File: src/sv/rsv_pkg.sv
`timescale 1ns / 1ps

package rsv_pkg;

    localparam int MASK_W     = 8;
    localparam int TICK_W     = 32;
    localparam int CNT_W      = 4;
    localparam int BACKOFF_W  = 14;
    localparam int CFG_IDX_W  = 3;
    localparam int CFG_DATA_W = 16;

    localparam logic [CNT_W-1:0] CNT_MAX = '1;

    typedef enum logic [1:0] {
        MODE_START = 2'd0,
        MODE_TICK  = 2'd1,
        MODE_CHECK = 2'd2,
        MODE_NOP   = 2'd3
    } t_mode;

    typedef enum logic [CFG_IDX_W-1:0] {
        CFG_ENTRY_COUNT   = 3'd0,
        CFG_INIT_MASK     = 3'd1,
        CFG_STABLE_WINDOW = 3'd2,
        CFG_UNSTABLE_LIM  = 3'd3,
        CFG_MAX_RESTART   = 3'd4,
        CFG_BACKOFF_BASE  = 3'd5
    } t_cfg_idx;

    typedef struct packed {
        logic [3:0]  entry_count;
        logic [7:0]  initial_task_mask;
        logic [15:0] stable_window;
        logic [3:0]  unstable_limit;
        logic [2:0]  max_restart_count;
        logic [7:0]  backoff_base;
    } t_cfg;

    localparam t_cfg CFG_RESET = '{
        entry_count:       4'd0,
        initial_task_mask: 8'd0,
        stable_window:     16'd10,
        unstable_limit:    4'd3,
        max_restart_count: 3'd5,
        backoff_base:      8'd5
    };

    typedef struct packed {
        logic freed;
        logic restart;
        logic giveup_unstable;
        logic giveup_limit;
        logic spawn_attempt;
        logic spawn_done;
        logic active;
        logic pending;
    } t_lane_flags;

endpackage

File: src/sv/rsv_if.sv
`timescale 1ns / 1ps

interface rsv_req_if;
    logic       valid;
    logic       ready;
    logic [1:0] mode;
    logic [7:0] exited_mask;
    logic [7:0] spawn_ok_mask;

    modport source (output valid, output mode, output exited_mask, output spawn_ok_mask,
                    input ready);
    modport sink   (input valid, input mode, input exited_mask, input spawn_ok_mask,
                    output ready);
endinterface

interface rsv_rsp_if;
    logic       valid;
    logic       ready;
    logic [7:0] freed_mask;
    logic [7:0] restart_mask;
    logic [7:0] giveup_unstable_mask;
    logic [7:0] giveup_limit_mask;
    logic [7:0] spawn_attempt_mask;
    logic [7:0] spawn_done_mask;
    logic [7:0] active_mask;
    logic [7:0] pending_mask;

    modport source (output valid, output freed_mask, output restart_mask,
                    output giveup_unstable_mask, output giveup_limit_mask,
                    output spawn_attempt_mask, output spawn_done_mask,
                    output active_mask, output pending_mask, input ready);
    modport sink   (input valid, input freed_mask, input restart_mask,
                    input giveup_unstable_mask, input giveup_limit_mask,
                    input spawn_attempt_mask, input spawn_done_mask,
                    input active_mask, input pending_mask, output ready);
endinterface

interface rsv_cfg_if;
    logic        valid;
    logic        ready;
    logic [2:0]  index;
    logic [15:0] data;

    modport source (output valid, output index, output data, input ready);
    modport sink   (input valid, input index, input data, output ready);
endinterface

File: src/sv/rsv_lane.sv
`timescale 1ns / 1ps

module rsv_lane (
    input  logic                  i_clk,
    input  logic                  i_rst_n,
    input  logic                  i_en,
    input  logic [1:0]            i_mode,
    input  logic                  i_exited,
    input  logic                  i_spawn_ok,
    input  logic                  i_init_active,
    input  logic                  i_init_unit,
    input  logic [31:0]           i_tick_next,
    input  logic [31:0]           i_tick_cur,
    input  rsv_pkg::t_cfg         i_cfg,
    output rsv_pkg::t_lane_flags  o_flags
);
    import rsv_pkg::*;

    logic                 r_active,  n_active;
    logic                 r_unit,    n_unit;
    logic                 r_pending, n_pending;
    logic [CNT_W-1:0]     r_restart, n_restart;
    logic [CNT_W-1:0]     r_unstab,  n_unstab;
    logic [BACKOFF_W-1:0] r_backoff, n_backoff;
    logic [TICK_W-1:0]    r_spawn_t, n_spawn_t;

    logic [TICK_W-1:0]    life;
    logic [CNT_W-1:0]     unstab_inc;
    logic [CNT_W-1:0]     restart_inc;
    logic [2:0]           shift_amt;
    t_lane_flags          flags;

    always_comb begin
        life        = i_tick_next - r_spawn_t;
        unstab_inc  = (life < 32'(i_cfg.stable_window))
                    ? ((r_unstab < CNT_MAX) ? r_unstab + 4'd1 : r_unstab)
                    : '0;
        restart_inc = (r_restart < CNT_MAX) ? r_restart + 4'd1 : r_restart;
        shift_amt   = restart_inc[2:0] - 3'd1;

        n_active  = r_active;
        n_unit    = r_unit;
        n_pending = r_pending;
        n_restart = r_restart;
        n_unstab  = r_unstab;
        n_backoff = r_backoff;
        n_spawn_t = r_spawn_t;
        flags     = '0;

        unique case (t_mode'(i_mode))
            MODE_START: begin
                n_active  = i_init_active;
                n_unit    = i_init_active & i_init_unit;
                n_pending = 1'b0;
                n_restart = '0;
                n_unstab  = '0;
                n_backoff = '0;
                n_spawn_t = '0;
            end
            MODE_TICK: begin
                if (r_active && !(r_unit && !i_exited)) begin
                    if (r_backoff != '0) begin
                        n_backoff = r_backoff - 14'd1;
                        if (r_backoff == 14'd1) begin
                            n_pending = 1'b1;
                        end
                    end else if (r_unit) begin
                        n_unstab = unstab_inc;
                        n_unit   = 1'b0;
                        flags.freed = 1'b1;
                        if (unstab_inc >= i_cfg.unstable_limit) begin
                            n_active = 1'b0;
                            flags.giveup_unstable = 1'b1;
                        end else begin
                            n_restart = restart_inc;
                            if (restart_inc > {1'b0, i_cfg.max_restart_count}) begin
                                n_active = 1'b0;
                                flags.giveup_limit = 1'b1;
                            end else begin
                                n_backoff = {6'd0, i_cfg.backoff_base} << shift_amt;
                                flags.restart = 1'b1;
                            end
                        end
                    end else begin
                        n_pending = 1'b1;
                    end
                end
            end
            MODE_CHECK: begin
                if (r_active && r_pending) begin
                    flags.spawn_attempt = 1'b1;
                    if (i_spawn_ok) begin
                        n_pending = 1'b0;
                        n_unit    = 1'b1;
                        n_spawn_t = i_tick_cur;
                        flags.spawn_done = 1'b1;
                    end
                end
            end
            MODE_NOP: begin
            end
            default: begin
            end
        endcase

        flags.active  = n_active;
        flags.pending = n_active & n_pending;
        o_flags       = flags;
    end

    always_ff @(posedge i_clk) begin
        if (!i_rst_n) begin
            r_active  <= 1'b0;
            r_unit    <= 1'b0;
            r_pending <= 1'b0;
            r_restart <= '0;
            r_unstab  <= '0;
            r_backoff <= '0;
            r_spawn_t <= '0;
        end else if (i_en) begin
            r_active  <= n_active;
            r_unit    <= n_unit;
            r_pending <= n_pending;
            r_restart <= n_restart;
            r_unstab  <= n_unstab;
            r_backoff <= n_backoff;
            r_spawn_t <= n_spawn_t;
        end
    end

endmodule

File: src/sv/rsv_merge.sv
`timescale 1ns / 1ps

module rsv_merge #(
    parameter int Entries = 8
) (
    input  logic                 i_clk,
    input  logic                 i_rst_n,
    input  logic                 i_accept,
    input  rsv_pkg::t_lane_flags i_flags [Entries],
    output logic                 o_ready,
    rsv_rsp_if.source            o_rsp
);
    import rsv_pkg::*;

    logic              r_valid;
    logic [MASK_W-1:0] r_freed, r_restart, r_gu, r_gl, r_att, r_done, r_act, r_pend;
    logic [MASK_W-1:0] n_freed, n_restart, n_gu, n_gl, n_att, n_done, n_act, n_pend;

    always_comb begin
        n_freed   = '0;
        n_restart = '0;
        n_gu      = '0;
        n_gl      = '0;
        n_att     = '0;
        n_done    = '0;
        n_act     = '0;
        n_pend    = '0;
        for (int i = 0; i < MASK_W && i < Entries; i++) begin
            n_freed[i]   = i_flags[i].freed;
            n_restart[i] = i_flags[i].restart;
            n_gu[i]      = i_flags[i].giveup_unstable;
            n_gl[i]      = i_flags[i].giveup_limit;
            n_att[i]     = i_flags[i].spawn_attempt;
            n_done[i]    = i_flags[i].spawn_done;
            n_act[i]     = i_flags[i].active;
            n_pend[i]    = i_flags[i].pending;
        end
    end

    assign o_ready = !r_valid || o_rsp.ready;

    always_ff @(posedge i_clk) begin
        if (!i_rst_n) begin
            r_valid <= 1'b0;
        end else if (i_accept) begin
            r_valid <= 1'b1;
        end else if (o_rsp.ready) begin
            r_valid <= 1'b0;
        end
    end

    always_ff @(posedge i_clk) begin
        if (i_accept) begin
            r_freed   <= n_freed;
            r_restart <= n_restart;
            r_gu      <= n_gu;
            r_gl      <= n_gl;
            r_att     <= n_att;
            r_done    <= n_done;
            r_act     <= n_act;
            r_pend    <= n_pend;
        end
    end

    assign o_rsp.valid                = r_valid;
    assign o_rsp.freed_mask           = r_freed;
    assign o_rsp.restart_mask         = r_restart;
    assign o_rsp.giveup_unstable_mask = r_gu;
    assign o_rsp.giveup_limit_mask    = r_gl;
    assign o_rsp.spawn_attempt_mask   = r_att;
    assign o_rsp.spawn_done_mask      = r_done;
    assign o_rsp.active_mask          = r_act;
    assign o_rsp.pending_mask         = r_pend;

endmodule

File: src/sv/restart_supervisor_backoff_core.sv
// The result of an accepted request is registered and shows on o_rsp in the cycle after it is accepted.
// Throughput: one request per cycle while o_rsp is not stalled; all entries update at once in their lanes.
// A request is taken whenever the result register is empty or being drained.
// Reset (synchronous, active low) clears the table, the tick counter and the
// result valid flag, and loads the register defaults; no clearing pass follows.
`timescale 1ns / 1ps

module restart_supervisor_backoff_core #(
    parameter int ENTRIES = 8
) (
    input  logic       i_clk,
    input  logic       i_rst_n,
    rsv_cfg_if.sink    i_cfg,
    rsv_req_if.sink    i_req,
    rsv_rsp_if.source  o_rsp
);
    import rsv_pkg::*;

    t_cfg              r_cfg;
    logic [TICK_W-1:0] r_tick, n_tick;
    logic              accept;
    logic              merge_ready;
    t_lane_flags       lane_flags [ENTRIES];

    assign i_cfg.ready = 1'b1;
    assign i_req.ready = merge_ready;
    assign accept      = i_req.valid && merge_ready;

    always_ff @(posedge i_clk) begin
        if (!i_rst_n) begin
            r_cfg <= CFG_RESET;
        end else if (i_cfg.valid) begin
            unique case (i_cfg.index)
                CFG_ENTRY_COUNT:   r_cfg.entry_count       <= i_cfg.data[3:0];
                CFG_INIT_MASK:     r_cfg.initial_task_mask <= i_cfg.data[7:0];
                CFG_STABLE_WINDOW: r_cfg.stable_window     <= i_cfg.data;
                CFG_UNSTABLE_LIM:  r_cfg.unstable_limit    <= i_cfg.data[3:0];
                CFG_MAX_RESTART:   r_cfg.max_restart_count <= i_cfg.data[2:0];
                CFG_BACKOFF_BASE:  r_cfg.backoff_base      <= i_cfg.data[7:0];
                default: begin
                end
            endcase
        end
    end

    always_comb begin
        n_tick = r_tick;
        unique case (t_mode'(i_req.mode))
            MODE_START: n_tick = '0;
            MODE_TICK:  n_tick = r_tick + 32'd1;
            MODE_CHECK: n_tick = r_tick;
            MODE_NOP:   n_tick = r_tick;
            default:    n_tick = r_tick;
        endcase
    end

    always_ff @(posedge i_clk) begin
        if (!i_rst_n) begin
            r_tick <= '0;
        end else if (accept) begin
            r_tick <= n_tick;
        end
    end

    for (genvar g = 0; g < ENTRIES; g++) begin : g_lane
        logic exited;
        logic spawn_ok;
        logic init_unit;
        logic init_active;

        if (g < MASK_W) begin : g_bits
            assign exited    = i_req.exited_mask[g];
            assign spawn_ok  = i_req.spawn_ok_mask[g];
            assign init_unit = r_cfg.initial_task_mask[g];
        end else begin : g_nobits
            assign exited    = 1'b0;
            assign spawn_ok  = 1'b0;
            assign init_unit = 1'b0;
        end

        assign init_active = 32'(g) < 32'(r_cfg.entry_count);

        rsv_lane u_lane (
            .i_clk         (i_clk),
            .i_rst_n       (i_rst_n),
            .i_en          (accept),
            .i_mode        (i_req.mode),
            .i_exited      (exited),
            .i_spawn_ok    (spawn_ok),
            .i_init_active (init_active),
            .i_init_unit   (init_unit),
            .i_tick_next   (n_tick),
            .i_tick_cur    (r_tick),
            .i_cfg         (r_cfg),
            .o_flags       (lane_flags[g])
        );
    end

    rsv_merge #(
        .Entries (ENTRIES)
    ) u_merge (
        .i_clk    (i_clk),
        .i_rst_n  (i_rst_n),
        .i_accept (accept),
        .i_flags  (lane_flags),
        .o_ready  (merge_ready),
        .o_rsp    (o_rsp)
    );

endmodule
File: src/flat_wrapper.sv
// flat-port wrapper written by rule: the top's interface ports become plain ports
module restart_supervisor_backoff_core_flat import rsv_pkg::*;
#(
    parameter int ENTRIES = 8
)
  (i_clk, i_rst_n, i_cfg_valid, i_cfg_index, i_cfg_data, i_cfg_ready, i_req_valid, i_req_mode, i_req_exited_mask, i_req_spawn_ok_mask, i_req_ready, o_rsp_valid, o_rsp_freed_mask, o_rsp_restart_mask, o_rsp_giveup_unstable_mask, o_rsp_giveup_limit_mask, o_rsp_spawn_attempt_mask, o_rsp_spawn_done_mask, o_rsp_active_mask, o_rsp_pending_mask, o_rsp_ready);
  rsv_cfg_if i_cfg_i ();
  rsv_req_if i_req_i ();
  rsv_rsp_if o_rsp_i ();
  input  logic i_clk;
  input  logic i_rst_n;
  input wire logic [$bits(i_cfg_i.valid)-1:0] i_cfg_valid;
  input wire logic [$bits(i_cfg_i.index)-1:0] i_cfg_index;
  input wire logic [$bits(i_cfg_i.data)-1:0] i_cfg_data;
  output wire logic [$bits(i_cfg_i.ready)-1:0] i_cfg_ready;
  input wire logic [$bits(i_req_i.valid)-1:0] i_req_valid;
  input wire logic [$bits(i_req_i.mode)-1:0] i_req_mode;
  input wire logic [$bits(i_req_i.exited_mask)-1:0] i_req_exited_mask;
  input wire logic [$bits(i_req_i.spawn_ok_mask)-1:0] i_req_spawn_ok_mask;
  output wire logic [$bits(i_req_i.ready)-1:0] i_req_ready;
  output wire logic [$bits(o_rsp_i.valid)-1:0] o_rsp_valid;
  output wire logic [$bits(o_rsp_i.freed_mask)-1:0] o_rsp_freed_mask;
  output wire logic [$bits(o_rsp_i.restart_mask)-1:0] o_rsp_restart_mask;
  output wire logic [$bits(o_rsp_i.giveup_unstable_mask)-1:0] o_rsp_giveup_unstable_mask;
  output wire logic [$bits(o_rsp_i.giveup_limit_mask)-1:0] o_rsp_giveup_limit_mask;
  output wire logic [$bits(o_rsp_i.spawn_attempt_mask)-1:0] o_rsp_spawn_attempt_mask;
  output wire logic [$bits(o_rsp_i.spawn_done_mask)-1:0] o_rsp_spawn_done_mask;
  output wire logic [$bits(o_rsp_i.active_mask)-1:0] o_rsp_active_mask;
  output wire logic [$bits(o_rsp_i.pending_mask)-1:0] o_rsp_pending_mask;
  input wire logic [$bits(o_rsp_i.ready)-1:0] o_rsp_ready;
  assign i_cfg_i.valid = i_cfg_valid;
  assign i_cfg_i.index = i_cfg_index;
  assign i_cfg_i.data = i_cfg_data;
  assign i_cfg_ready = i_cfg_i.ready;
  assign i_req_i.valid = i_req_valid;
  assign i_req_i.mode = i_req_mode;
  assign i_req_i.exited_mask = i_req_exited_mask;
  assign i_req_i.spawn_ok_mask = i_req_spawn_ok_mask;
  assign i_req_ready = i_req_i.ready;
  assign o_rsp_valid = o_rsp_i.valid;
  assign o_rsp_freed_mask = o_rsp_i.freed_mask;
  assign o_rsp_restart_mask = o_rsp_i.restart_mask;
  assign o_rsp_giveup_unstable_mask = o_rsp_i.giveup_unstable_mask;
  assign o_rsp_giveup_limit_mask = o_rsp_i.giveup_limit_mask;
  assign o_rsp_spawn_attempt_mask = o_rsp_i.spawn_attempt_mask;
  assign o_rsp_spawn_done_mask = o_rsp_i.spawn_done_mask;
  assign o_rsp_active_mask = o_rsp_i.active_mask;
  assign o_rsp_pending_mask = o_rsp_i.pending_mask;
  assign o_rsp_i.ready = o_rsp_ready;
  restart_supervisor_backoff_core #(.ENTRIES(ENTRIES)) u_core (.i_clk(i_clk), .i_rst_n(i_rst_n), .i_cfg(i_cfg_i), .i_req(i_req_i), .o_rsp(o_rsp_i));
endmodule
File: config.mk
export PLATFORM = sky130hd
export DESIGN_NAME = restart_supervisor_backoff_core_flat
export DESIGN_NICKNAME = d
export VERILOG_FILES = /design/src/sv/rsv_pkg.sv /design/src/sv/rsv_if.sv /design/src/sv/rsv_lane.sv /design/src/sv/rsv_merge.sv /design/src/sv/restart_supervisor_backoff_core.sv /design/src/flat_wrapper.sv
export SDC_FILE = /design/constraint.sdc
export NUM_CORES = 2
export LEC_CHECK = 0
export BUFFER_PORTS_ARGS = -buffer_cell sky130_fd_sc_hd__buf_2
export CAP_MARGIN = 15
export CORE_UTILIZATION = 30
export CTS_CLUSTER_DIAMETER = 120
export CTS_CLUSTER_SIZE = 24
export DETAILED_ROUTE_END_ITERATION = 10
export HOLD_SLACK_MARGIN = 0.12
export MAX_ROUTING_LAYER = met4
export PLACE_DENSITY = 0.51
export SLEW_MARGIN = 10
export SYNTH_ARGS = -nofsm -noshare
export SYNTH_HDL_FRONTEND = slang
export SYNTH_SLANG_ARGS = --single-unit
File: constraint.sdc
create_clock -name i_clk -period 16.2 [get_ports i_clk]
set_input_delay 2.43 -clock i_clk [delete_from_list [all_inputs] [get_ports i_clk]]
set_output_delay 2.43 -clock i_clk [all_outputs]
set_load 0.01 [all_outputs]
==> impl_metrics.py <==
metrics = {
    "run_status": {
        "outcome": "complete, no violations",
    },
    "timing": {
        "period_minus_slack_ps": 11650,
        "report.final.slew_viol_count": 0,
        "grt_setup_unrepaired": "no",
        "final-setup-viol-count": 0,
        "worst_slew_margin_rel": 0.233,
        "timing.setup.tns_ps": 0,
        "final-hold-violation-count": 0,
        "final_min_period_over_clock_period": 0.719,
        "fmaxAchievable_ghz": 0.0859,
        "pin_slew_with_the_least_headroom_to_its_limit_ps": 1150,
        "clock-skew-final_ps": 57.8,
    },
    "floorplan": {
        "fp.coreArea_um2": 165000,
        "die_area_um2": 168000,
        "die_w_um": 409,
        "initial_core_util": 0.302,
        "die_height_um": 409,
        "num_io_pins": 109,
        "placement_rows": 149,
    },
    "place": {
        "place_hpwl_mm": 139,
        "portBuffers": 107,
        "final_estimated_routing_congestion_in_global_placement": 0.942,
    },
    "power_and_ir_drop": {
        "leakage_nw": 22.8,
        "power_density_nw_per_um2": 57.6,
        "power_w": 0.00311,
        "peak_vdd_ir_mv": 0.0723,
    },
    "synth": {
        "synth_top_family_by_area": "simple AND/OR/NAND/NOR gates",
        "post_synth_xor_xnor_area": 0.0415,
        "synthesis.yosys.warnings": 0,
        "synth.top_cells.by_count": "913 x nor2_1, 824 x a21oi_1, 736 x nand2_1",
        "synthesis.area_per_instance_um2": 7.23,
        "most_frequent_cell_after_synthesis": "nor2_1",
        "yosys_register_bits": 596,
        "yosysTopAreaCellShare": 0.214,
        "post_synth_edffs": 64,
        "yosysTopAreaCell": "dfxtp_1",
        "synth_cells": 6887,
        "post_synth_main_area_contributors": "dfxtp_1 21%, ha_1 13%, a21oi_1 8.3%, nor2_1 6.9%, nand2_1 5.5%",
        "syn_area_um2": 49800,
        "synth-async-reset-ratio": 0,
        "synth_ff_type": "dfxtp_1",
        "synthMuxAreaShare": 0.0270,
        "synthesized_area_fraction_occupied_by_ao_oa_aoi_and_oai_cells": 0.244,
        "ys_types": 106,
        "ys_seq_area_frac": 0.253,
        "postSynthNetCount": 7438,
        "post_synth_and_or_nand_nor_area_fraction": 0.249,
        "post_synth_fa_ha_maj_area_fraction": 0.129,
    },
    "routing": {
        "drc": 0,
        "drt_pass1_iterations": 6,
        "wl_per_cell_um": 20.6,
        "routed-via-count": 49870,
        "postRouteWirelength_mm": 186,
        "avgViaCountPerCell": 5.54,
        "antenna_violating_nets_post_route": 0,
        "drt_first_iter_violations": 4100,
    },
    "grt": {
        "global_route_wire_length_before_repair_mm": 283,
        "grt_pass1_vias": 46832,
        "antenna_violations_before_repair": 9,
        "globalRouteTotalUtil": 0.220,
        "globalRouteOverflowTotal": 0,
        "grt_max_degree": 177,
    },
    "cells_and_area": {
        "num-fill-cells": 17884,
        "finalNetCount": 7342,
        "area_growth_pct": 8.23,
        "drive_above_1_share": 0.0521,
    },
    "clock_tree": {
        "number_of_gates_given_a_new_drive_strength_after_cts": 0,
        "cts-root-buf": "clkbuf_16",
        "postCtsSetupRepairBufs": 0,
        "clk_latency_ps": 670,
        "cts-htree-levels": 2,
        "sink_count": 596,
        "cts-buffers-inserted": 35,
        "post_cts_hold_buffer_count": 0,
        "tritoncts": "yes",
        "max-clock-path-buffers": 3,
        "cts.reportedPaths.clkPinSlew_ps": 100,
    },
    "worst_setup_path": {
        "timing.critical_path.from_type": "input pin",
        "critical_path.endpoint_type": "flip-flop",
        "critical_path.max_stage_delay_ps": 880,
        "critical_path_arrival_ps": 12240,
        "cp_data_required_time_ps": 16790,
        "timing.setup.critical_path_class": "input pin to flip-flop",
        "crit_fanout": 36,
        "slowest_stage": "nor4_1",
    },
    "run": {
        "drv.max_cap_violation_count": 0,
    },
    "min_path": {
        "timing.hold.worst.class": "flip-flop to flip-flop",
    },
}
==> power breakdown <==
group | switching [W] | internal [W] | leakage (nW) | total (W)
Clock | 0.000636 | 0.000448 | 0.554 | 0.00108
Sequential | 0.0000238 | 0.00151 | 4.94 | 0.00154
Combinational | 0.000340 | 0.000147 | 17.3 | 0.000487
==> worst paths after layout <==
path	slack (ps)	end	startpoint	cells after the start
worst min-delay path	460	u_core.r_cfg[23]$_SDFFE_PN0P_	u_core.r_cfg[23]$_SDFFE_PN0P_	2
worst min register to register	460	u_core.r_cfg[23]$_SDFFE_PN0P_	u_core.r_cfg[23]$_SDFFE_PN0P_	2
worst max register to register	6290	u_core.g_lane[1].u_lane.r_backoff[4]$_SDFFE_PN0P_	u_core.r_tick[0]$_SDFFE_PN0P_	30
worst max-delay path	4550	u_core.g_lane[5].u_lane.r_backoff[12]$_SDFFE_PN0P_	i_req_mode[0]	41
==> area by class of cell <==
cell class	count	area, um2	area share
well taps	2189	2740	0.0508
flip-flops and latches	596	12600	0.233
clock buffers	45	923	0.0171
diodes	4	10.0	0.000186
multi-input cells	5543	34600	0.643
clock inverters	17	228	0.00423
repair buffers	190	1170	0.0218
inverters	425	1610	0.0298
==> through the flow <==
step	util	hold slack, ps	instances	setup WS, ps	area (um2)
5_1_grt	0.327	480	9007	3770	53900
3_5_place_dp	0.320	447	8943	3910	52700
4_1_cts	0.327	462	9005	4570	53900
3_3_place_gp	0.320	443	8943	3930	52700
6_report	0.327	461	9009	4550	53900
2_1_floorplan	-	432	6887	5460	49800
==> routing by layer <==
layer	routed length (um)	up-vias	global-route usage
met5	0	-	-
met4	4450	0	0.0505
met3	9270	212	0.0185
met2	85300	1398	0.356
met1	86700	23924	0.296
li1	-	24336	-
==> logic make-up (layout without fill, tap and decap cells) <==
logic type / count (synthesis) / count (layout)
XOR/XNOR: 236 / 236
buffers and inverters: 748 / 677
flip-flops: 596 / 596
multiplexers: 133 / 133
AND/OR/NAND/NOR: 2667 / 2667
other: 1 / 5
adder cells (fa/ha/maj): 509 / 509
AO/OA/AOI/OAI: 1997 / 1997
==> cell usage in the layout, fill, tap and decap left out, drive strengths merged, types with 28 or more instances in the layout <==
cell     instances
o211ai          48
nand4          105
nand3          226
a21oi          825
nand3b          29
xnor2          128
inv            430
o21bai          31
buf            190
o2111ai         28
mux2i          124
o21a            55
edfxtp          64
o21ai          445
a211oi          84
nand2b          54
ha             501
a21o           126
nor4            52
and3            59
clkbuf          45
or3             55
nor2b           50
xor2           108
a31oi           67
dfxtp          532
nor3           161
nor2           913
nand2          737
and2           108
==> worst max-delay path: cells and delay by family <==
kind,cells,cell delay (ps)
compound gates,14,3010
xor+xnor,1,140
fa+ha+maj,5,1570
buf+inv,5,940
simple gates,16,4130
==> sequential cells by signal, indices dropped and copies added, names as in the netlist, 32 cells and up <==
| register | count |
|---|---|
| u_core.g_lane.u_lane.r_restart | 32 |
| u_core.g_lane.u_lane.r_unstab | 32 |
| u_core.g_lane.u_lane.r_backoff | 112 |
| u_core.g_lane.u_lane.r_spawn_t | 256 |
| u_core.r_cfg | 35 |
| u_core.r_tick | 32 |
No activity file was read; power rests on OpenSTA's default activity.
